[config.mk]
export PLATFORM = sky130hd
export DESIGN_NAME = iw53_lift
export DESIGN_NICKNAME = d
export VERILOG_FILES = /design/src/sv/iw53_pkg.sv /design/src/sv/iw53_lift.sv
export SDC_FILE = /design/constraint.sdc
export NUM_CORES = 1
export LEC_CHECK = 0
export BUFFER_PORTS_ARGS = -buffer_cell sky130_fd_sc_hd__buf_4
export CAP_MARGIN = 20
export CORE_MARGIN = 2
export CORE_UTILIZATION = 40
export DETAILED_ROUTE_END_ITERATION = 12
export GPL_TIMING_DRIVEN = 0
export PLACE_DENSITY = 0.54
export SYNTH_ARGS = -nofsm -noshare
export SYNTH_HDL_FRONTEND = slang
export SYNTH_SLANG_ARGS = --single-unit
[constraint.sdc]
create_clock -name clk_i -period 7.6 [get_ports clk_i]
set_clock_uncertainty 0.15 [all_clocks]
set_input_delay 0.76 -clock clk_i [delete_from_list [all_inputs] [get_ports clk_i]]
set_output_delay 0.76 -clock clk_i [all_outputs]
set_load 0.02 [all_outputs]
[src/sv/iw53_pkg.sv]
`default_nettype none
package iw53_pkg;

  localparam int MAX_WIDTH_DEF  = 256;
  localparam int MAX_HEIGHT_DEF = 256;
  localparam int COEF_BITS_DEF  = 20;

  localparam int DIM_W   = 9;
  localparam int POS_W   = 8;
  localparam int VALUE_W = 20;
  localparam int CMD_W   = 2;
  localparam int TAP_W   = 4;
  localparam int PASS_W  = 2;

  localparam logic [DIM_W-1:0] IMG_DIM_RST = 9'd256;

  localparam logic [CMD_W-1:0] CMD_WRITE = 2'd0;
  localparam logic [CMD_W-1:0] CMD_READ  = 2'd1;
  localparam logic [CMD_W-1:0] CMD_RUN   = 2'd2;

  localparam logic CFG_IMG_WIDTH  = 1'b0;
  localparam logic CFG_IMG_HEIGHT = 1'b1;

  // lifting passes in the order they run
  localparam logic [PASS_W-1:0] PASS_LL = 2'd0;
  localparam logic [PASS_W-1:0] PASS_AD = 2'd1;
  localparam logic [PASS_W-1:0] PASS_D2 = 2'd2;
  localparam logic [PASS_W-1:0] PASS_D1 = 2'd3;

  localparam logic [TAP_W-1:0] TAP_CENTRE = 4'd0;
  localparam logic [TAP_W-1:0] TAP_N      = 4'd1;
  localparam logic [TAP_W-1:0] TAP_S      = 4'd2;
  localparam logic [TAP_W-1:0] TAP_W_     = 4'd3;
  localparam logic [TAP_W-1:0] TAP_E      = 4'd4;
  localparam logic [TAP_W-1:0] TAP_NW     = 4'd5;
  localparam logic [TAP_W-1:0] TAP_NE     = 4'd6;
  localparam logic [TAP_W-1:0] TAP_SW     = 4'd7;
  localparam logic [TAP_W-1:0] TAP_SE     = 4'd8;

  typedef struct packed {
    logic              clr;
    logic              acc_en;
    logic [TAP_W-1:0]  tap;
    logic [PASS_W-1:0] pass;
  } lift_ctl_t;

endpackage
`default_nettype wire

[src/sv/iw53_lift.sv]
`default_nettype none
module iw53_lift #(
  parameter int COEF_BITS = iw53_pkg::COEF_BITS_DEF
) (
  input  wire                          clk_i,
  input  iw53_pkg::lift_ctl_t          ctl_i,
  input  wire  signed [COEF_BITS-1:0]  rdata_i,
  output logic signed [COEF_BITS-1:0]  new_o
);

  localparam int ACC_W = COEF_BITS + 6;

  logic signed [ACC_W-1:0]     acc_q;
  logic signed [COEF_BITS-1:0] centre_q;
  logic signed [ACC_W-1:0]     v;
  logic signed [ACC_W-1:0]     term;
  logic signed [ACC_W-1:0]     sum;
  logic signed [ACC_W-1:0]     t;
  logic signed [ACC_W-1:0]     res;
  logic                        is_cross;

  always_comb begin
    v        = ACC_W'(rdata_i);
    is_cross = ctl_i.tap inside {[iw53_pkg::TAP_N:iw53_pkg::TAP_E]};
    term     = '0;
    case (ctl_i.pass)
      iw53_pkg::PASS_LL: term = is_cross ? (v <<< 2) : -v;
      iw53_pkg::PASS_AD: term = (ctl_i.tap inside {iw53_pkg::TAP_N, iw53_pkg::TAP_S}) ?
                                v : -(v <<< 1);
      iw53_pkg::PASS_D2: term = (ctl_i.tap inside {iw53_pkg::TAP_N, iw53_pkg::TAP_S}) ?
                                -(v <<< 1) : v;
      iw53_pkg::PASS_D1: term = is_cross ? (v <<< 1) : -v;
      default:           term = '0;
    endcase
  end

  always_ff @(posedge clk_i) begin
    if (ctl_i.clr) begin
      acc_q <= '0;
    end else if (ctl_i.acc_en) begin
      if (ctl_i.tap == iw53_pkg::TAP_CENTRE) begin
        centre_q <= rdata_i;
      end else begin
        acc_q <= acc_q + term;
      end
    end
  end

  // arithmetic shift gives floor rounding
  always_comb begin
    if (ctl_i.pass == iw53_pkg::PASS_LL) begin
      sum = acc_q + ACC_W'(8);
      t   = sum >>> 4;
    end else begin
      sum = acc_q + ACC_W'(2);
      t   = sum >>> 2;
    end
    if (ctl_i.pass == iw53_pkg::PASS_D1) begin
      res = ACC_W'(centre_q) + t;
    end else begin
      res = ACC_W'(centre_q) - t;
    end
    new_o = res[COEF_BITS-1:0];
  end

endmodule
`default_nettype wire

# ---- Word-level counts from Yosys, hierarchy flattened
# Index checks and enable logic that the tools add are counted.
dict set report word_totals {
  reg_bits 46
  inputBits 29
}
dict set report classes {
  n_addsub 7
  n_lt_le_gt_ge 2
  n_eq_ne 5
  mux 7
  bitwise 2
  reduce_logical 6
}
# cell count
set op_table {}
lappend op_table {{26-bit two-way mux} 4}
lappend op_table {{26-bit one-hot mux with 4 select lines} 1}
lappend op_table {{20-bit two-way mux} 2}
lappend op_table {{26-bit adder} 1}
lappend op_table {{20-bit negation with 26-bit output} 1}
lappend op_table {{21-bit negation with 26-bit output} 1}
lappend op_table {{24-bit by 5-bit adder with 24-bit output (second input constant)} 1}
lappend op_table {{22-bit by 3-bit adder with 22-bit output (second input constant)} 1}
lappend op_table {{20-bit adder} 1}
lappend op_table {{20-bit subtractor} 1}
lappend op_table {{2-bit equality test (second input constant)} 2}
lappend op_table {{4-bit by 1-bit equality test with 1-bit output (second input constant)} 1}
lappend op_table {{4-bit by 2-bit equality test with 1-bit output (second input constant)} 1}
lappend op_table {{4-bit by 1-bit >= comparator with 1-bit output (second input constant)} 1}
lappend op_table {{4-bit by 3-bit <= comparator with 1-bit output (second input constant)} 1}
lappend op_table {{4-bit logical NOT} 1}
lappend op_table {{3-bit AND reduction} 1}
lappend op_table {{2-bit by 1-bit equality test with 1-bit output (second input constant)} 1}
lappend op_table {{2-bit logical NOT} 1}
lappend op_table {{1-bit inverter} 2}
lappend op_table {{2-bit AND reduction} 1}
lappend op_table {{2-bit nonzero test} 1}
lappend op_table {{1-bit logical AND} 1}

# ---- Longest topological paths before layout
dict set report logic_depth {
  depth_word 5
  mapped_depth 27
}

# ---- Worst setup path before layout
# Ideal clock, no wire load.
dict set report synth_path {
  kind {input to output}
  start {input port ctl_i[1] (netlist bit)}
  end {output port new_o[18]}
  arrival_ns 6.088
  required_ns 6.690
  slack_ns 0.602
  path_stages 25
  path_cell_list {buf_6 nor2_1 buf_2 buf_2 buf_1 clkbuf_1 nand2_1 o21ai_0 ha_1 nand4bb_1 a22o_1 nor2_1 xor2_1 and3_1 mux2i_1 o21ai_0 xnor2_1 ha_1 a21o_1 a2111oi_0 a211oi_1 a31o_2 a211oi_1 a21oi_1 xor2_1}
}
dict set report synth_via {
  elab_chain_cells 4
  elab_cells_between_ends 6
  classes_between {add/sub: 2; eq/ne: 1; mux: 2; reduce/logical: 1}
}
# element line
set synth_rtl {}
lappend synth_rtl {{from (decl)} iw53_lift.sv:6} ;# input iw53_pkg::lift_ctl_t ctl_i,
lappend synth_rtl {{2-bit logical NOT} iw53_lift.sv:51} ;# if (ctl_i.pass == iw53_pkg::PASS_LL) begin
lappend synth_rtl {{20-bit two-way mux} iw53_lift.sv:51}
lappend synth_rtl {{20-bit subtractor / 20-bit adder (equally long branches)} {iw53_lift.sv:61, iw53_lift.sv:59}}
lappend synth_rtl {{20-bit two-way mux *} iw53_lift.sv:58} ;# if (ctl_i.pass == iw53_pkg::PASS_D1) begin
lappend synth_rtl {{to (decl)} iw53_lift.sv:8} ;# output logic signed [COEF_BITS-1:0] new_o
# Every way passes the cells marked *; elsewhere a longest branch is shown, timed or not.

# ---- Worst setup path after layout
# Same ends and word-level chain as after synthesis.

==> flow_metrics.tcl <==
set metrics [dict create \
    worstSetupEndpointType "primary output" \
    synth-async-reset-ratio_pct 0 \
    nNetsFinal 952 \
    r2r_start "acc_q[1]" \
    postPlaceCellArea_um2 6710 \
    numPortBuffers 48 \
    start_util_pct 40.6 \
    cp-start-kind "primary input" \
    core_area_um2 15000 \
    synth_top_area_share_pct 9.85 \
    fin_util_pct 45.8 \
    cts_max_level 2 \
    antenna_found_initial 0 \
    ys_seq_area_share_pct 17.7 \
    wirelength_um 20700 \
    critPathMaxFanout 19 \
    place.gp.congestion 0.889 \
    avgSynthCellArea_um2 7.43 \
    critical_path_class "primary input to primary output" \
    grt_start_max_net_pins 20 \
    ys.flop_type "dfxtp_1" \
    min_from "acc_q[0]" \
    die_x_um 127 \
    finalInstanceArea_um2 6890 \
    cpPeakStageDelay_ps 390 \
    hold_viol_final 0 \
    clk_latency_ps 300 \
    num_rows 45 \
    maxSlewViolCount 0 \
    crit_start "ctl_i[1]" \
    io-pin-count 49 \
    synth_cell_types 78 \
    grt_overflow 0 \
    crit_family "compound AO/OA/AOI/OAI gates" \
    status "completed" \
    syn_to_final_growth_pct 13.0 \
    dp_cells 1058 \
    cp_slowest_cell "a22o_2" \
    synth_nets 898 \
    synth_area_um2 6100 \
    die_area_um2 16200 \
    global_route.usage.total_pct 25.3 \
    drtAntennaViolNets 0 \
    cp.required_ps 6690 \
    tightest_slew_ps 924 \
    setup_viol 0 \
    relSlewSlack_pct 38.1 \
    post_cts_buffers 0 \
    worstHoldPathType "flop to flop" \
    cts_root_buf "clkbuf_16" \
    cts.path.max_buffers 2 \
    yosysMostFrequentCell "nand2_1" \
    netlist_top_cells_count "nand2_1 (100), a21oi_1 (83), nor2_1 (61), xnor2_1 (55), ha_1 (46)" \
    period_share_pct 94.9 \
    yosysTopAreaCell "edfxtp_1" \
    cp_num_buf_inv 6 \
    drc 0 \
    max_freq_mhz 139 \
    p_leak_nw 2.70 \
    wire_per_inst_um 19.5 \
    hold_buffers 0 \
    grt_pass1_wl_um 32800 \
    layout.cells.non_filler 1064 \
    first_pass_iters 6 \
    drive_gt1_share_pct 10.6 \
    drtIter0Drc 545 \
    viasPerCell 6.15 \
    tritoncts "yes" \
    cp_data_arrival_time_ps 6300 \
    n_antenna_cell 0 \
    synth_edf_count 20 \
    cpMostUsedCell "buf_4" \
    min_period_ps 7210 \
    ys.warnings.count 0 \
    place.detailed.hpwl_um 16500 \
    cap_violations 0 \
    cts.sinks 44 \
    die_y_um 127 \
    ys_ff_latch 44 \
    synthCells 821 \
    synth.area.top_cells "edfxtp_1 (9.8%), ha_1 (9.4%), xnor2_1 (7.9%)" \
    p_total_w 0.00179 \
    clk_pin_slew_ps 70 \
    p_per_area_nw_per_um2 259 \
    grt_pass1_vias 6177 \
    irDropWorstVdd_mv 0.136 \
    vias 6546 \
    numCtsBuffers 5 \
]
==> cells in the final DEF, fill, tap and decap left out, types with 9 or more instances in the layout <==
cell and instances:
inv_1 15, ha_1 45, or4_1 10, a211oi_1 9, edfxtp_1 20, clkbuf_1 33
a21oi_1 82, nor2_1 60, a21o_1 24, xnor2_1 55, buf_4 50, nand2b_1 9
mux2i_1 14, a31oi_1 14, a22oi_1 12, nand2_1 100, nor3_1 21, or3_1 10
nand3_1 23, xor2_1 26, dfxtp_1 24, o21ai_0 45
==> area by class of cell <==
class / count / area [um^2]
fill: 1592 / 8140
buffer: 44 / 198
timing repair buffer: 49 / 372
sequential: 44 / 1080
tap: 188 / 235
multi-input combinational: 714 / 4800
inverter: 17 / 63.8
clock inverter: 3 / 18.8
clock buffer: 5 / 125
==> final timing paths <==
kind / cells past startpoint / end / slack [ps]
min: 2 / acc_q[0] / 320
min reg2reg: 2 / acc_q[0] / 320
max reg2reg: 11 / acc_q[16] / 4230
max: 26 / new_o[18] / 390
==> state kept, by name (all words and copies together), names as in the netlist <==
register,cells
acc_q,24
centre_q,20
==> worst register-to-register path, cell delays in order (launching register included) <==
cell and delay [ps]:
dfxtp_1 460, inv_1 140, fa_1 450, nor2b_1 170, o21a_1 160, o21ai_0 110, a21oi_1 380, o21ai_0 250
o21ai_0 350, a31oi_1 190, or4_1 430, nand3_1 80
==> metal layers <==
layer / global-route usage [%] / up-vias / routed length [um]
li1: - / 3188 / -
met1: 34.1 / 3121 / 9540
met2: 42.9 / 206 / 9660
met3: 3.06 / 31 / 1040
met4: 6.79 / 0 / 475
met5: 0 / - / 0
==> per-stage QoR <==
step | hold slack, ps | setup WS (ps) | setup TNS (ps)
3_3_place_gp | 303 | -634 | -2870
2_1_floorplan | 291 | 602 | 0
5_1_grt | 355 | -14.4 | -14.4
4_1_cts | 321 | 3.44 | 0
3_5_place_dp | 311 | -810 | -4880
6_report | 316 | 387 | 0
==> logic make-up after synthesis <==
group | count (synthesis) | synth area share, %
simple gates | 290 | 23.3
compound gates | 278 | 30.2
xor+xnor | 82 | 11.8
buf+inv | 63 | 4.19
fa+ha+maj | 48 | 10.1
flops | 44 | 17.7
mux | 16 | 2.67
==> timing repair <==
item | in CTS | in global routing
setup endpoints to repair | 11 | 6
gates resized for setup | 4 | 10
pin swaps | 0 | 1
==> power breakdown <==
group          internal, W  switching [W]
clock network     0.000122       0.000105
registers         0.000270      0.0000440
logic             0.000537       0.000709
Power figures use the tool's default switching activity.
