==> config.mk <==
export PLATFORM = sky130hd
export DESIGN_NAME = iw53_ctrl
export DESIGN_NICKNAME = d
export VERILOG_FILES = /design/src/sv/iw53_pkg.sv /design/src/sv/iw53_ctrl.sv
export SDC_FILE = /design/constraint.sdc
export NUM_CORES = 1
export LEC_CHECK = 0
export ABC_AREA = 1
export BUFFER_PORTS_ARGS = -buffer_cell sky130_fd_sc_hd__buf_2
export CAP_MARGIN = 30
export CELL_PAD_IN_SITES_DETAIL_PLACEMENT = 2
export CELL_PAD_IN_SITES_GLOBAL_PLACEMENT = 2
export CORE_UTILIZATION = 28
export CTS_CLUSTER_SIZE = 10
export DETAILED_ROUTE_END_ITERATION = 10
export GPL_ROUTABILITY_DRIVEN = 0
export PLACE_DENSITY = 0.8
export SLEW_MARGIN = 30
export SYNTH_ARGS = -nofsm -noshare
export SYNTH_HDL_FRONTEND = slang
export SYNTH_SLANG_ARGS = --single-unit
==> constraint.sdc <==
create_clock -name clk_i -period 6.5 [get_ports clk_i]
set_input_delay 0.65 -clock clk_i [delete_from_list [all_inputs] [get_ports clk_i]]
set_output_delay 0.65 -clock clk_i [all_outputs]
set_load 0.05 [all_outputs]
==> src/sv/iw53_pkg.sv <==
`default_nettype none
package iw53_pkg;

  localparam int MAX_WIDTH_DEF  = 256;
  localparam int MAX_HEIGHT_DEF = 256;
  localparam int COEF_BITS_DEF  = 20;

  localparam int DIM_W   = 9;
  localparam int POS_W   = 8;
  localparam int VALUE_W = 20;
  localparam int CMD_W   = 2;
  localparam int TAP_W   = 4;
  localparam int PASS_W  = 2;

  localparam logic [DIM_W-1:0] IMG_DIM_RST = 9'd256;

  localparam logic [CMD_W-1:0] CMD_WRITE = 2'd0;
  localparam logic [CMD_W-1:0] CMD_READ  = 2'd1;
  localparam logic [CMD_W-1:0] CMD_RUN   = 2'd2;

  localparam logic CFG_IMG_WIDTH  = 1'b0;
  localparam logic CFG_IMG_HEIGHT = 1'b1;

  // lifting passes in the order they run
  localparam logic [PASS_W-1:0] PASS_LL = 2'd0;
  localparam logic [PASS_W-1:0] PASS_AD = 2'd1;
  localparam logic [PASS_W-1:0] PASS_D2 = 2'd2;
  localparam logic [PASS_W-1:0] PASS_D1 = 2'd3;

  localparam logic [TAP_W-1:0] TAP_CENTRE = 4'd0;
  localparam logic [TAP_W-1:0] TAP_N      = 4'd1;
  localparam logic [TAP_W-1:0] TAP_S      = 4'd2;
  localparam logic [TAP_W-1:0] TAP_W_     = 4'd3;
  localparam logic [TAP_W-1:0] TAP_E      = 4'd4;
  localparam logic [TAP_W-1:0] TAP_NW     = 4'd5;
  localparam logic [TAP_W-1:0] TAP_NE     = 4'd6;
  localparam logic [TAP_W-1:0] TAP_SW     = 4'd7;
  localparam logic [TAP_W-1:0] TAP_SE     = 4'd8;

  typedef struct packed {
    logic              clr;
    logic              acc_en;
    logic [TAP_W-1:0]  tap;
    logic [PASS_W-1:0] pass;
  } lift_ctl_t;

endpackage
`default_nettype wire

==> src/sv/iw53_ctrl.sv <==
`default_nettype none
module iw53_ctrl #(
  parameter int MAX_WIDTH  = iw53_pkg::MAX_WIDTH_DEF,
  parameter int MAX_HEIGHT = iw53_pkg::MAX_HEIGHT_DEF,
  parameter int COEF_BITS  = iw53_pkg::COEF_BITS_DEF,
  localparam int IMG_AW  = $clog2(MAX_WIDTH * MAX_HEIGHT),
  localparam int WK_AW   = $clog2((MAX_WIDTH + 2) * (MAX_HEIGHT + 2)),
  localparam int WSTRIDE = MAX_WIDTH + 2
) (
  input  wire                                   clk_i,
  input  wire                                   rst_ni,
  input  wire                                   start_i,
  input  wire  [iw53_pkg::CMD_W-1:0]            command_i,
  input  wire  [iw53_pkg::POS_W-1:0]            column_i,
  input  wire  [iw53_pkg::POS_W-1:0]            row_i,
  input  wire  signed [iw53_pkg::VALUE_W-1:0]   write_value_i,
  input  wire  [iw53_pkg::DIM_W-1:0]            region_width_i,
  input  wire  [iw53_pkg::DIM_W-1:0]            region_height_i,
  input  wire                                   cfg_we_i,
  input  wire                                   cfg_index_i,
  input  wire  [iw53_pkg::DIM_W-1:0]            cfg_data_i,
  output logic                                  busy_o,
  output logic                                  done_o,
  output logic                                  status_o,
  output logic                                  rd_pend_o,
  output logic                                  img_we_o,
  output logic                                  img_re_o,
  output logic [IMG_AW-1:0]                     img_addr_o,
  output logic signed [COEF_BITS-1:0]           img_wdata_o,
  input  wire  signed [COEF_BITS-1:0]           img_rdata_i,
  output logic                                  wk_we_o,
  output logic                                  wk_re_o,
  output logic [WK_AW-1:0]                      wk_addr_o,
  output logic signed [COEF_BITS-1:0]           wk_wdata_o,
  input  wire  signed [COEF_BITS-1:0]           wk_rdata_i,
  output iw53_pkg::lift_ctl_t                   lift_o,
  input  wire  signed [COEF_BITS-1:0]           lift_new_i
);

  localparam int DW = iw53_pkg::DIM_W;

  typedef enum logic [3:0] {
    S_IDLE, S_G_RD, S_G_WR, S_EA_RD, S_EA_WR, S_EB_RD, S_EB_WR,
    S_L_RD, S_L_LAST, S_L_WR, S_W_RD, S_W_WR
  } state_e;

  state_e                       state_q;
  logic [DW-1:0]                img_w_q, img_h_q, w_q, h_q, r_q, c_q;
  logic                         sel_q;
  logic [iw53_pkg::PASS_W-1:0]  pass_q;
  logic [iw53_pkg::TAP_W-1:0]   tap_q;
  logic                         done_q, status_q, rd_pend_q;

  logic                         img_ok, pos_ok, run_ok, done_d, rd_pend_d;
  logic [DW-1:0]                hw, hh, sr, sc, img_row, img_col, wk_r, wk_c, r0, c0;
  logic [iw53_pkg::TAP_W-1:0]   tap_last;

  assign img_ok = (int'(img_w_q) <= MAX_WIDTH) && (int'(img_h_q) <= MAX_HEIGHT);
  assign pos_ok = img_ok && ({1'b0, column_i} < img_w_q) && ({1'b0, row_i} < img_h_q);
  assign run_ok = img_ok && (region_width_i >= DW'(2)) && (region_height_i >= DW'(2)) &&
                  (region_width_i <= img_w_q) && (region_height_i <= img_h_q);

  // result beat for every accepted command except a run that starts, and at the run's end
  assign done_d    = (state_q == S_IDLE && start_i &&
                      !(command_i == iw53_pkg::CMD_RUN && run_ok)) ||
                     (state_q == S_W_WR && c_q == w_q && r_q == h_q);
  assign rd_pend_d = state_q == S_IDLE && start_i && command_i == iw53_pkg::CMD_READ && pos_ok;

  assign hw = w_q >> 1;
  assign hh = h_q >> 1;
  // subband source of work position: low band lands on even rows and columns
  assign sr = r_q[0] ? hh + (r_q >> 1) : (r_q >> 1) - DW'(1);
  assign sc = c_q[0] ? hw + (c_q >> 1) : (c_q >> 1) - DW'(1);

  assign r0 = (pass_q == iw53_pkg::PASS_LL || pass_q == iw53_pkg::PASS_AD) ? DW'(2) : DW'(1);
  assign c0 = (pass_q == iw53_pkg::PASS_LL || pass_q == iw53_pkg::PASS_D2) ? DW'(2) : DW'(1);
  assign tap_last = (pass_q == iw53_pkg::PASS_AD || pass_q == iw53_pkg::PASS_D2) ?
                    iw53_pkg::TAP_E : iw53_pkg::TAP_SE;

  always_comb begin
    case (state_q)
      S_G_RD:  begin img_row = sr;              img_col = sc;              end
      S_W_WR:  begin img_row = r_q - DW'(1);    img_col = c_q - DW'(1);    end
      default: begin img_row = DW'(row_i);      img_col = DW'(column_i);   end
    endcase
    img_addr_o  = IMG_AW'(img_row) * IMG_AW'(img_w_q) + IMG_AW'(img_col);
    img_re_o    = (state_q == S_IDLE && start_i && command_i == iw53_pkg::CMD_READ && pos_ok)
                  || state_q == S_G_RD;
    img_we_o    = (state_q == S_IDLE && start_i && command_i == iw53_pkg::CMD_WRITE && pos_ok)
                  || state_q == S_W_WR;
    img_wdata_o = (state_q == S_IDLE) ? COEF_BITS'(write_value_i) : wk_rdata_i;
  end

  always_comb begin
    wk_r = r_q;
    wk_c = c_q;
    case (state_q)
      S_EA_RD: wk_r = sel_q ? h_q - DW'(1) : DW'(2);
      S_EA_WR: wk_r = sel_q ? h_q + DW'(1) : DW'(0);
      S_EB_RD: wk_c = sel_q ? w_q - DW'(1) : DW'(2);
      S_EB_WR: wk_c = sel_q ? w_q + DW'(1) : DW'(0);
      S_L_RD: begin
        case (tap_q)
          iw53_pkg::TAP_N:  wk_r = r_q - DW'(1);
          iw53_pkg::TAP_S:  wk_r = r_q + DW'(1);
          iw53_pkg::TAP_W_: wk_c = c_q - DW'(1);
          iw53_pkg::TAP_E:  wk_c = c_q + DW'(1);
          iw53_pkg::TAP_NW: begin wk_r = r_q - DW'(1); wk_c = c_q - DW'(1); end
          iw53_pkg::TAP_NE: begin wk_r = r_q - DW'(1); wk_c = c_q + DW'(1); end
          iw53_pkg::TAP_SW: begin wk_r = r_q + DW'(1); wk_c = c_q - DW'(1); end
          iw53_pkg::TAP_SE: begin wk_r = r_q + DW'(1); wk_c = c_q + DW'(1); end
          default: ;
        endcase
      end
      default: ;
    endcase
    wk_addr_o = WK_AW'(wk_r) * WK_AW'(WSTRIDE) + WK_AW'(wk_c);
    wk_re_o   = state_q inside {S_EA_RD, S_EB_RD, S_L_RD, S_W_RD};
    wk_we_o   = state_q inside {S_G_WR, S_EA_WR, S_EB_WR, S_L_WR};
    case (state_q)
      S_G_WR:  wk_wdata_o = img_rdata_i;
      S_L_WR:  wk_wdata_o = lift_new_i;
      default: wk_wdata_o = wk_rdata_i;
    endcase
  end

  always_comb begin
    lift_o.clr    = (state_q == S_L_RD) && (tap_q == iw53_pkg::TAP_CENTRE);
    lift_o.acc_en = ((state_q == S_L_RD) && (tap_q != iw53_pkg::TAP_CENTRE)) ||
                    (state_q == S_L_LAST);
    lift_o.tap    = (state_q == S_L_LAST) ? tap_last : tap_q - iw53_pkg::TAP_W'(1);
    lift_o.pass   = pass_q;
  end

  always_ff @(posedge clk_i or negedge rst_ni) begin
    if (!rst_ni) begin
      state_q   <= S_IDLE;
      img_w_q   <= iw53_pkg::IMG_DIM_RST;
      img_h_q   <= iw53_pkg::IMG_DIM_RST;
      w_q       <= '0;
      h_q       <= '0;
      r_q       <= '0;
      c_q       <= '0;
      sel_q     <= 1'b0;
      pass_q    <= iw53_pkg::PASS_LL;
      tap_q     <= iw53_pkg::TAP_CENTRE;
      done_q    <= 1'b0;
      status_q  <= 1'b0;
      rd_pend_q <= 1'b0;
    end else begin
      done_q    <= done_d;
      rd_pend_q <= rd_pend_d;
      if (cfg_we_i) begin
        if (cfg_index_i == iw53_pkg::CFG_IMG_WIDTH) begin
          img_w_q <= cfg_data_i;
        end else begin
          img_h_q <= cfg_data_i;
        end
      end
      case (state_q)
        S_IDLE: begin
          if (start_i) begin
            case (command_i)
              iw53_pkg::CMD_WRITE: status_q <= !pos_ok;
              iw53_pkg::CMD_READ:  status_q <= !pos_ok;
              iw53_pkg::CMD_RUN: begin
                if (run_ok) begin
                  w_q     <= region_width_i;
                  h_q     <= region_height_i;
                  r_q     <= DW'(1);
                  c_q     <= DW'(1);
                  state_q <= S_G_RD;
                end else begin
                  status_q <= 1'b1;
                end
              end
              default: status_q <= 1'b1;
            endcase
          end
        end
        S_G_RD: state_q <= S_G_WR;
        S_G_WR: begin
          if (c_q == w_q) begin
            c_q <= DW'(1);
            if (r_q == h_q) begin
              pass_q  <= iw53_pkg::PASS_LL;
              sel_q   <= 1'b0;
              state_q <= S_EA_RD;
            end else begin
              r_q     <= r_q + DW'(1);
              state_q <= S_G_RD;
            end
          end else begin
            c_q     <= c_q + DW'(1);
            state_q <= S_G_RD;
          end
        end
        S_EA_RD: state_q <= S_EA_WR;
        S_EA_WR: begin
          sel_q <= !sel_q;
          if (sel_q && c_q == w_q) begin
            r_q     <= '0;
            state_q <= S_EB_RD;
          end else begin
            state_q <= S_EA_RD;
            if (sel_q) begin
              c_q <= c_q + DW'(1);
            end
          end
        end
        S_EB_RD: state_q <= S_EB_WR;
        S_EB_WR: begin
          sel_q <= !sel_q;
          if (sel_q && r_q == h_q + DW'(1)) begin
            r_q     <= r0;
            c_q     <= c0;
            tap_q   <= iw53_pkg::TAP_CENTRE;
            state_q <= S_L_RD;
          end else begin
            state_q <= S_EB_RD;
            if (sel_q) begin
              r_q <= r_q + DW'(1);
            end
          end
        end
        S_L_RD: begin
          tap_q <= tap_q + iw53_pkg::TAP_W'(1);
          if (tap_q == tap_last) begin
            state_q <= S_L_LAST;
          end
        end
        S_L_LAST: state_q <= S_L_WR;
        S_L_WR: begin
          tap_q <= iw53_pkg::TAP_CENTRE;
          if (c_q + DW'(2) <= w_q) begin
            c_q     <= c_q + DW'(2);
            state_q <= S_L_RD;
          end else if (r_q + DW'(2) <= h_q) begin
            c_q     <= c0;
            r_q     <= r_q + DW'(2);
            state_q <= S_L_RD;
          end else begin
            c_q <= DW'(1);
            if (pass_q == iw53_pkg::PASS_D1) begin
              r_q     <= DW'(1);
              state_q <= S_W_RD;
            end else begin
              pass_q  <= pass_q + iw53_pkg::PASS_W'(1);
              sel_q   <= 1'b0;
              state_q <= S_EA_RD;
            end
          end
        end
        S_W_RD: state_q <= S_W_WR;
        S_W_WR: begin
          if (c_q == w_q) begin
            c_q <= DW'(1);
            if (r_q == h_q) begin
              status_q <= 1'b0;
              state_q  <= S_IDLE;
            end else begin
              r_q     <= r_q + DW'(1);
              state_q <= S_W_RD;
            end
          end else begin
            c_q     <= c_q + DW'(1);
            state_q <= S_W_RD;
          end
        end
        default: state_q <= S_IDLE;
      endcase
    end
  end

  assign busy_o    = (state_q != S_IDLE);
  assign done_o    = done_q;
  assign status_o  = status_q;
  assign rd_pend_o = rd_pend_q;

endmodule
`default_nettype wire

-- Word level (Yosys, flattened, before mapping)
Index checks and enable logic that the tools add are counted.
- register bits after elaboration: 68
- bits of input ports: 130
- logic and storage cells: 222
- $add $sub $neg: 19
- multipliers: 2
- order comparisons: 10
- eq/ne operators: 48
- muxes and demuxes: 69
- bitwise gates (word level): 1
- reductions and logical operators: 60
- operators with widths (operator ; count):
    $mux W9 ; 22
    $pmux W9 S5 ; 2
    $pmux W9 S2 ; 4
    $pmux W9 S3 ; 2
    $mux W4 ; 13
    $pmux W4 S12 ; 1
    $pmux W20 S2 ; 1
    $add A9 B1 Y9 const B ; 4
    $le A9 B9 Y1 ; 4
    $sub A9 B1 Y9 const B ; 4
    $eq A4 B3 Y1 const B ; 8
    $eq A9 B9 Y1 ; 3
    $eq A4 B4 Y1 const B ; 5
    $logic_and A1 B1 Y1 ; 20
    $mux W2 ; 10
    $mux W20 ; 1
    $add A8 B8 Y9 ; 2
    $add A9 B2 Y9 const B ; 2
    $ge A9 B2 Y1 const B ; 2
    $le A9 B9 Y1 const B ; 2
    $lt A8 B9 Y1 ; 2
    $ne A2 B1 Y1 const B ; 9
    $sub A8 B1 Y9 const B ; 2
    $add A17 B9 Y17 ; 1
    other kinds (38) ; 83

-- Logic depth before layout (Yosys ltp)
Gate-level depths: netlist (run 1).
- depth in word-level cells: 10
- gate-level depth with buffers: 34
- mapped depth without buffers: 33

-- Worst setup path after synthesis (run 1)
Ideal clock, no wire load.
- path type: register -> output
- start point: register r_q[0]
- end point: output port img_addr_o[14]
- arrival: 6.768 ns
- required time: 5.850 ns
- path slack: -0.918 ns
- cell stages (with the launch flop): 32
- buffers on the path: 2
- cells stage by stage: dfrtp_1 > clkbuf_1 > clkbuf_1 > nand2_1 > ha_1 > fa_1 > nand3_1 > nand2_1 > a21oi_1 > nand2_1 > nand3_1 > nand2_1 > inv_1 > nor2_1 > fa_1 > inv_1 > fa_1 > inv_1 > fa_1 > inv_1 > fa_1 > inv_1 > fa_1 > ha_1 > nand2_1 > nor2_1 > nand3_1 > nand3_1 > a21o_1 > a21o_1 > a21oi_1 > xnor2_1
- longest elaborated chain between the ends: 4
- elaborated cells on any way between the ends: 5
- those cells by class: add/sub: 2; mul: 1; mux: 2
- RTL lines (what ; RTL line ; source):
    from (decl) ; iw53_ctrl.sv:48 ; logic [DW-1:0] img_w_q, img_h_q, w_q, h_q, r_q, c_q;
    from (signal assigned) ; iw53_ctrl.sv:190 ; r_q <= r_q + DW'(1);
    from (signal assigned) ; iw53_ctrl.sv:215 ; r_q <= r0;
    from (signal assigned) ; iw53_ctrl.sv:222 ; r_q <= r_q + DW'(1);
    $sub A9 B1 Y9 or $mux W9 (tied branches) ; iw53_ctrl.sv:83, iw53_ctrl.sv:72 ;
    $pmux W9 S2 * ; iw53_ctrl.sv:81 ; case (state_q)
    $mul A9 B9 Y16 * ; iw53_ctrl.sv:86 ; img_addr_o = IMG_AW'(img_row) * IMG_AW'(img_w_q) + IMG_AW'(img_col);
    $add A16 B9 Y16 * ; iw53_ctrl.sv:86 ;
    to (decl) ; iw53_ctrl.sv:28 ; output logic [IMG_AW-1:0] img_addr_o,
Every way passes the cells marked *; elsewhere a longest branch is shown, timed or not.

-- Worst setup path after layout (run 1)
Ends and elaborated chain as after synthesis.

==> metrics, run 1 <==
outcome finished with violations; failing checks negative setup slack; Clock Tree Root clkbuf_16; number of synthesized flops with an enable pin 0; Num CTS Buffers 9; syn avg cell area around 6.4 um^2; DP Wirelength 51600 um; Hold Vio Cnt, Final 0; fin area 16700 um^2; Antenna diodes 0; Crit Path Max Fanout 6; Slew HR a little under two fifths; most frequent cells in the layout nand2_1, inv_1, buf_2, buf_4, nor2_1; Initial Util 28.3%; worst skew pair latency 0.39 ns; vias per std cell about 5.6; CP Buf/Inv Count 6; worst min-delay path class primary input to async pin; DR iter-0 viols 973; setup ws final -1.31 ns; ranking of synthesized cells by area nand2_1, ha_1, dfrtp_1, fa_1, inv_1; Pre-Repair DR Iteration Count 7; Max stage delay on crit path approximately 0.67 ns; maximum clock path buffer count 2; total gr overflow 0; initial antenna violation count 0; depth of the CTS H-tree 3; Clock Pin Slew Worst Setup and Hold Paths 0.07 ns; final setup vio count 12; Hold WS 0.0684 ns; arrival time worst endpoint 7.16 ns; DRC 0; DR vias 16199; pre-CTS setup slack -0.701 ns; Core Region 44100 um^2; Crit path max-delay family adder cells; ANT nets after route 0; die height ~210 um; unrepaired setup endpoints after global routing true; unique cell type count in the Yosys netlist 62; full die area 45500 um^2; Hold-fix buffers, CTS 0; ys flop type dfrtp_1; CP required 5.85 ns; register area between 1500 and 2000 um^2; Setup CP Type register to primary output; Post-Syn Instances 1958; startpoint types register; register area share after synthesis 13.6%; Clock Skews 0.0162 ns; Slew @ Worst Pin about 0.9 ns; Slowest-stage cell, CP fa_1; Synth warnings 0; syn_nets around 2300; detailed-route wire length per cell 26.7 um; area of the multi-input gates 10400 um^2; filler instances 5431; mapped cell area 12500 um^2; first-pass GRT wire length about 110000 um; chip width 213 um; Worst Setup End Kind primary output; Max Cap Violations 0; Seq cells post-synth slightly below 70; Area growth syn-to-layout 34.0%; nets 2638; fmax 0.128 GHz; async set-reset flop share out of synthesis 100%; top cell type's share of synthesized area between 10% and 20%; Placed Instance Area 15400 um^2; Final period util 120%; vias in the first global route 17590; Top Ports 219; wirelength, routed 77500 um; layout cell share with drive strength beyond 1 27.5%; Yosys top cell by area nand2_1; Final min period 7.81 ns; Buffers on Ports 218; Rows 77; CTS tree built; final slew viol count 0; gr usage total 31.2%; largest net degree at the start of global routing 63; most common cell after layout, fill and taps aside nand2_1; Clock Sinks 68
[metrics by stage]
step,cells,setup TNS [ns],util (%)
final,2902,-12.17,37.9
after global routing,2902,-12.86,37.9
after CTS,2891,-4.63,36.9
after detailed placement,2863,-4.74,34.8
after global placement,2863,-1.67,34.8
after floorplan,1958,-0.356,-
[synth_stat cells, types with 18 or more instances]
cell and count:
a21oi_1 75, nand3_1 135, inv_2 24, clkbuf_1 22
nand4_1 26, nor3_1 27, xor2_1 54, ha_1 145
nor2_1 166, nand2_1 601, o21ai_0 98, dfrtp_1 66
inv_1 255, fa_1 58, buf_2 18
[path summary, 6_finish.rpt]
path	from	end	slack, ns	cells after the start
min in group clk_i	img_h_q[7]	img_h_q[7]	0.50	2
max in group asynchronous	rst_ni	img_h_q[8]	5.53	3
setup / recovery	r_q[0]	img_addr_o[14]	-1.31	28
setup reg to reg	r_q[6]	r_q[2]	2.55	17
hold / removal	rst_ni	c_q[8]	0.07	1
hold reg to reg	img_h_q[7]	img_h_q[7]	0.50	2
[final cells by class]
class	instances	share of cell area (%)
Clock buffer	13	1.56
Sequential cell	68	10.2
Inverter	285	6.45
Multi-Input combinational cell	1554	61.9
Tap cell	592	4.43
Timing Repair Buffer	387	15.0
Clock inverter	3	0.411
[kinds of logic after synthesis]
| group | Yosys count | synth area share [%] |
|---|---|---|
| buffers and inverters | 336 | 10.7 |
| DFF | 68 | 13.6 |
| AOI/OAI and AO/OA | 275 | 12.9 |
| xor gates and xnor gates | 68 | 4.77 |
| adders and majority gates | 203 | 23.8 |
| and+or+nand+nor | 1008 | 34.1 |
[layer usage]
metal | global-route usage [%] | share of wire (%) | up-vias
met4 | 16.4 | 7.5 | 0
met5 | 0 | 0 | -
met3 | 4.22 | 5.5 | 342
met1 | 36.7 | 38 | 8105
met2 | 54.9 | 49 | 745
li1 | - | - | 7007
[timing repair]
action / CTS / global route
setup buffers: 13 / 10
pin swaps: 73 / 77
resized for setup: 117 / 92
hold endpoints to repair: 0 / 0
setup endpoints to repair: 12 / 12
[sequential cells by signal, summed over array words and instances (netlist names)]
name / cells
tap_q: 4
c_q: 9
done_o: 1
w_q: 9
pass_q: 2
r_q: 9
rd_pend_o: 1
h_q: 9
img_w_q: 9
img_h_q: 9
status_o: 1
state_q: 4
sel_q: 1
Power of run 1 is not shown: default switching activity piles up to over one toggle a cycle in this logic, so the estimate is an artifact.
==> inputs of run 2 (changes only) <==
Settings changed: ABC_AREA 1 to not set, CAP_MARGIN 30 to 20, CORE_UTILIZATION 28 to 30, MAX_ROUTING_LAYER set to met4, PLACE_DENSITY 0.8 to 0.81.
==> metrics, run 2 <==
first-pass GRT wire length 102000 um; Sum Neg Setup Slack -17.32 ns; DP Wirelength around 49000 um; DR vias 15397; setup ws final -2.13 ns; Final period util 133%; Area growth syn-to-layout 31.2%; initial antenna violation count 7; Clock Pin Slew Worst Setup and Hold Paths 0.08 ns; Post-Syn Instances 1628; Yosys top cell by area ha_1; unique cell type count in the Yosys netlist 95; count leader, synth nand2_1; Top Ports 219; startpoint types register; unrepaired setup endpoints after global routing true; vias in the first global route 16350; worst skew pair latency 0.39 ns; DR iter-0 viols 1176; mapped cell area 12400 um^2; pwr dens approximately 340 nW/um^2; ANT nets after route 0; CTS tree built; Rows 73; total gr overflow 0; DRC 0; main combinational cell family by area after synthesis simple AND/OR/NAND/NOR gates; Slew HR 15.4%; ys flop type dfrtp_1; final setup vio count 15; fmax about 0.12 GHz; Max stage delay on crit path 0.57 ns; die height 205 um; most frequent cells in the layout nand2_1, buf_2, buf_4, ha_1, inv_1; detailed-route wire length per cell 30.5 um; Clock Tree Root clkbuf_16; syn avg cell area 7.59 um^2; arrival time worst endpoint 7.98 ns; Seq cells post-synth 68; Simple-Gate Fraction of Synth Area 24.2%; Synth top cells by count nand2_1, ha_1, inv_1, nor2_1, o21ai_0; Setup CP Type register to primary output; ranking of synthesized cells by area ha_1, dfrtp_1, fa_1, nand2_1, inv_1; Max Cap Violations 0; worst min-delay path class primary input to async pin; Clock Sinks 68; r2r startpoint r_q[1]; Clock Skews 0.0211 ns; register area share after synthesis 13.8%; Slowest-stage cell, CP dfrtp_1; top cell type's share of synthesized area 14.7%; gr usage total 33.3%; VDD IR max 0.000428 V; Synth warnings 0; maximum clock path buffer count 2; CP startpoint r_q[1]; largest net degree at the start of global routing 39; filler instances between 4000 and 5000; layout cell share with drive strength beyond 1 28.9%; mux cell area share after synthesis about 2.0%; chip width 205 um; async set-reset flop share out of synthesis 100%; cell leakage power 7.63 nW; failing checks negative setup slack; Placed Instance Area between 15000 and 20000 um^2; Final min period about 8.6 ns; Initial Util about 30%; pre-CTS setup slack -1.45 ns; nets 2280; full die area ~42000 um^2; Post-Synth Adder-Cell Area ~24%; depth of the CTS H-tree 3; Worst Setup End Kind primary output; Num CTS Buffers 9; vias per std cell 6.20; Reg2Reg Depth 16; Pre-Repair DR Iteration Count 5; Hold Vio Cnt, Final 0; Buffers on Ports between 200 and 250; Crit Path Max Fanout 3; number of synthesized flops with an enable pin 0; wirelength, routed 75800 um; Hold-fix buffers, CTS 0; CP required 5.85 ns; final slew viol count 0; compound-cell area share of the yosys netlist 21.4%; Post-Synth XOR/XNOR Area under 10%; Slew @ Worst Pin about 1.3 ns; cell mode on critical path fa_1; most common cell after layout, fill and taps aside nand2_1; fin area 16200 um^2; outcome finished with violations; Core Region 40200 um^2; syn_nets just under 2000
run 2: cell types whose count changed after synthesis, sizes merged, moves of 17 or more:
cell	before	now
nand2	616	261
inv	279	138
nand3	139	44
nor2	177	105
xnor2	14	55
clkbuf	22	51
and2	4	32
a22oi	4	29
nor3	29	51
nand2b	0	21
o21ai	114	97
run 2: timing repair:
action                                  4_1_cts  5_1_grt
pin swaps                                    42       24
buffers inserted                             14       14
endpoints found under the setup margin       14       14
gates resized for setup                      86       50
endpoints found under the hold margin         0        0
run 2: worst max-delay path, delay by kind of cell, from the launching register on:
kind / cells / cell delay, ns
compound gates: 5 / 0.99
xor+xnor: 2 / 0.52
fa+ha+maj: 7 / 3.06
buf+inv: 8 / 0.96
flops: 1 / 0.57
simple gates: 6 / 1.48
run 2: logic make-up after synthesis:
logic type	after synthesis
and+or+nand+nor	622
adders and majority gates	203
buffers and inverters	224
DFF	68
AOI/OAI and AO/OA	392
muxes	21
xor gates and xnor gates	98
run 2: routing by layer:
layer	vias up	global-route usage, %	share of wire (%)
li1	6380	-	-
met1	7667	36.3	35
met2	921	57.9	49
met3	429	5.12	7.8
met4	0	17.8	7.7
met5	-	-	0
run 2: report_power, final:
group,total [mW],internal (mW),switching (mW),leakage (nW)
clock,0.578,0.320,0.258,0.148
combinational,4.39,1.84,2.55,6.70
sequential,0.476,0.440,0.0365,0.782
run 2: per-stage QoR:
step / hold WS (ns) / power (mW) / util (%) / std cells
2_1_floorplan: 0.354 / 2.67 / - / 1628
3_3_place_gp: 0.513 / 3.47 / 37.6 / 2436
3_5_place_dp: 0.535 / 3.65 / 37.7 / 2437
4_1_cts: 0.372 / 4.89 / 39.5 / 2465
5_1_grt: 0.380 / 5.63 / 40.3 / 2485
6_report: 0.356 / 5.45 / 40.3 / 2485
run 2: final cells by class:
cell class | count | area [um^2] | share of cell area (%)
sequential | 68 | 1710 | 10.5
clock buffer | 11 | 253 | 1.56
antenna | 8 | 20.0 | 0.123
multi-input combinational | 1336 | 10500 | 64.5
timing repair buffer | 394 | 2540 | 15.7
clock inverter | 5 | 58.8 | 0.363
tap | 525 | 657 | 4.05
inverter | 138 | 520 | 3.21
run 2: path summary, 6_finish.rpt:
path | to | slack [ns]
setup / recovery | img_addr_o[14] | -2.13
hold / removal | done_o | 0.36
setup reg to reg | r_q[1] | 1.48
hold reg to reg | status_o | 0.54
max in group asynchronous | c_q[4] | 5.47
min in group clk_i | h_q[0] | 0.52
No activity file was read; power rests on OpenSTA's default activity.
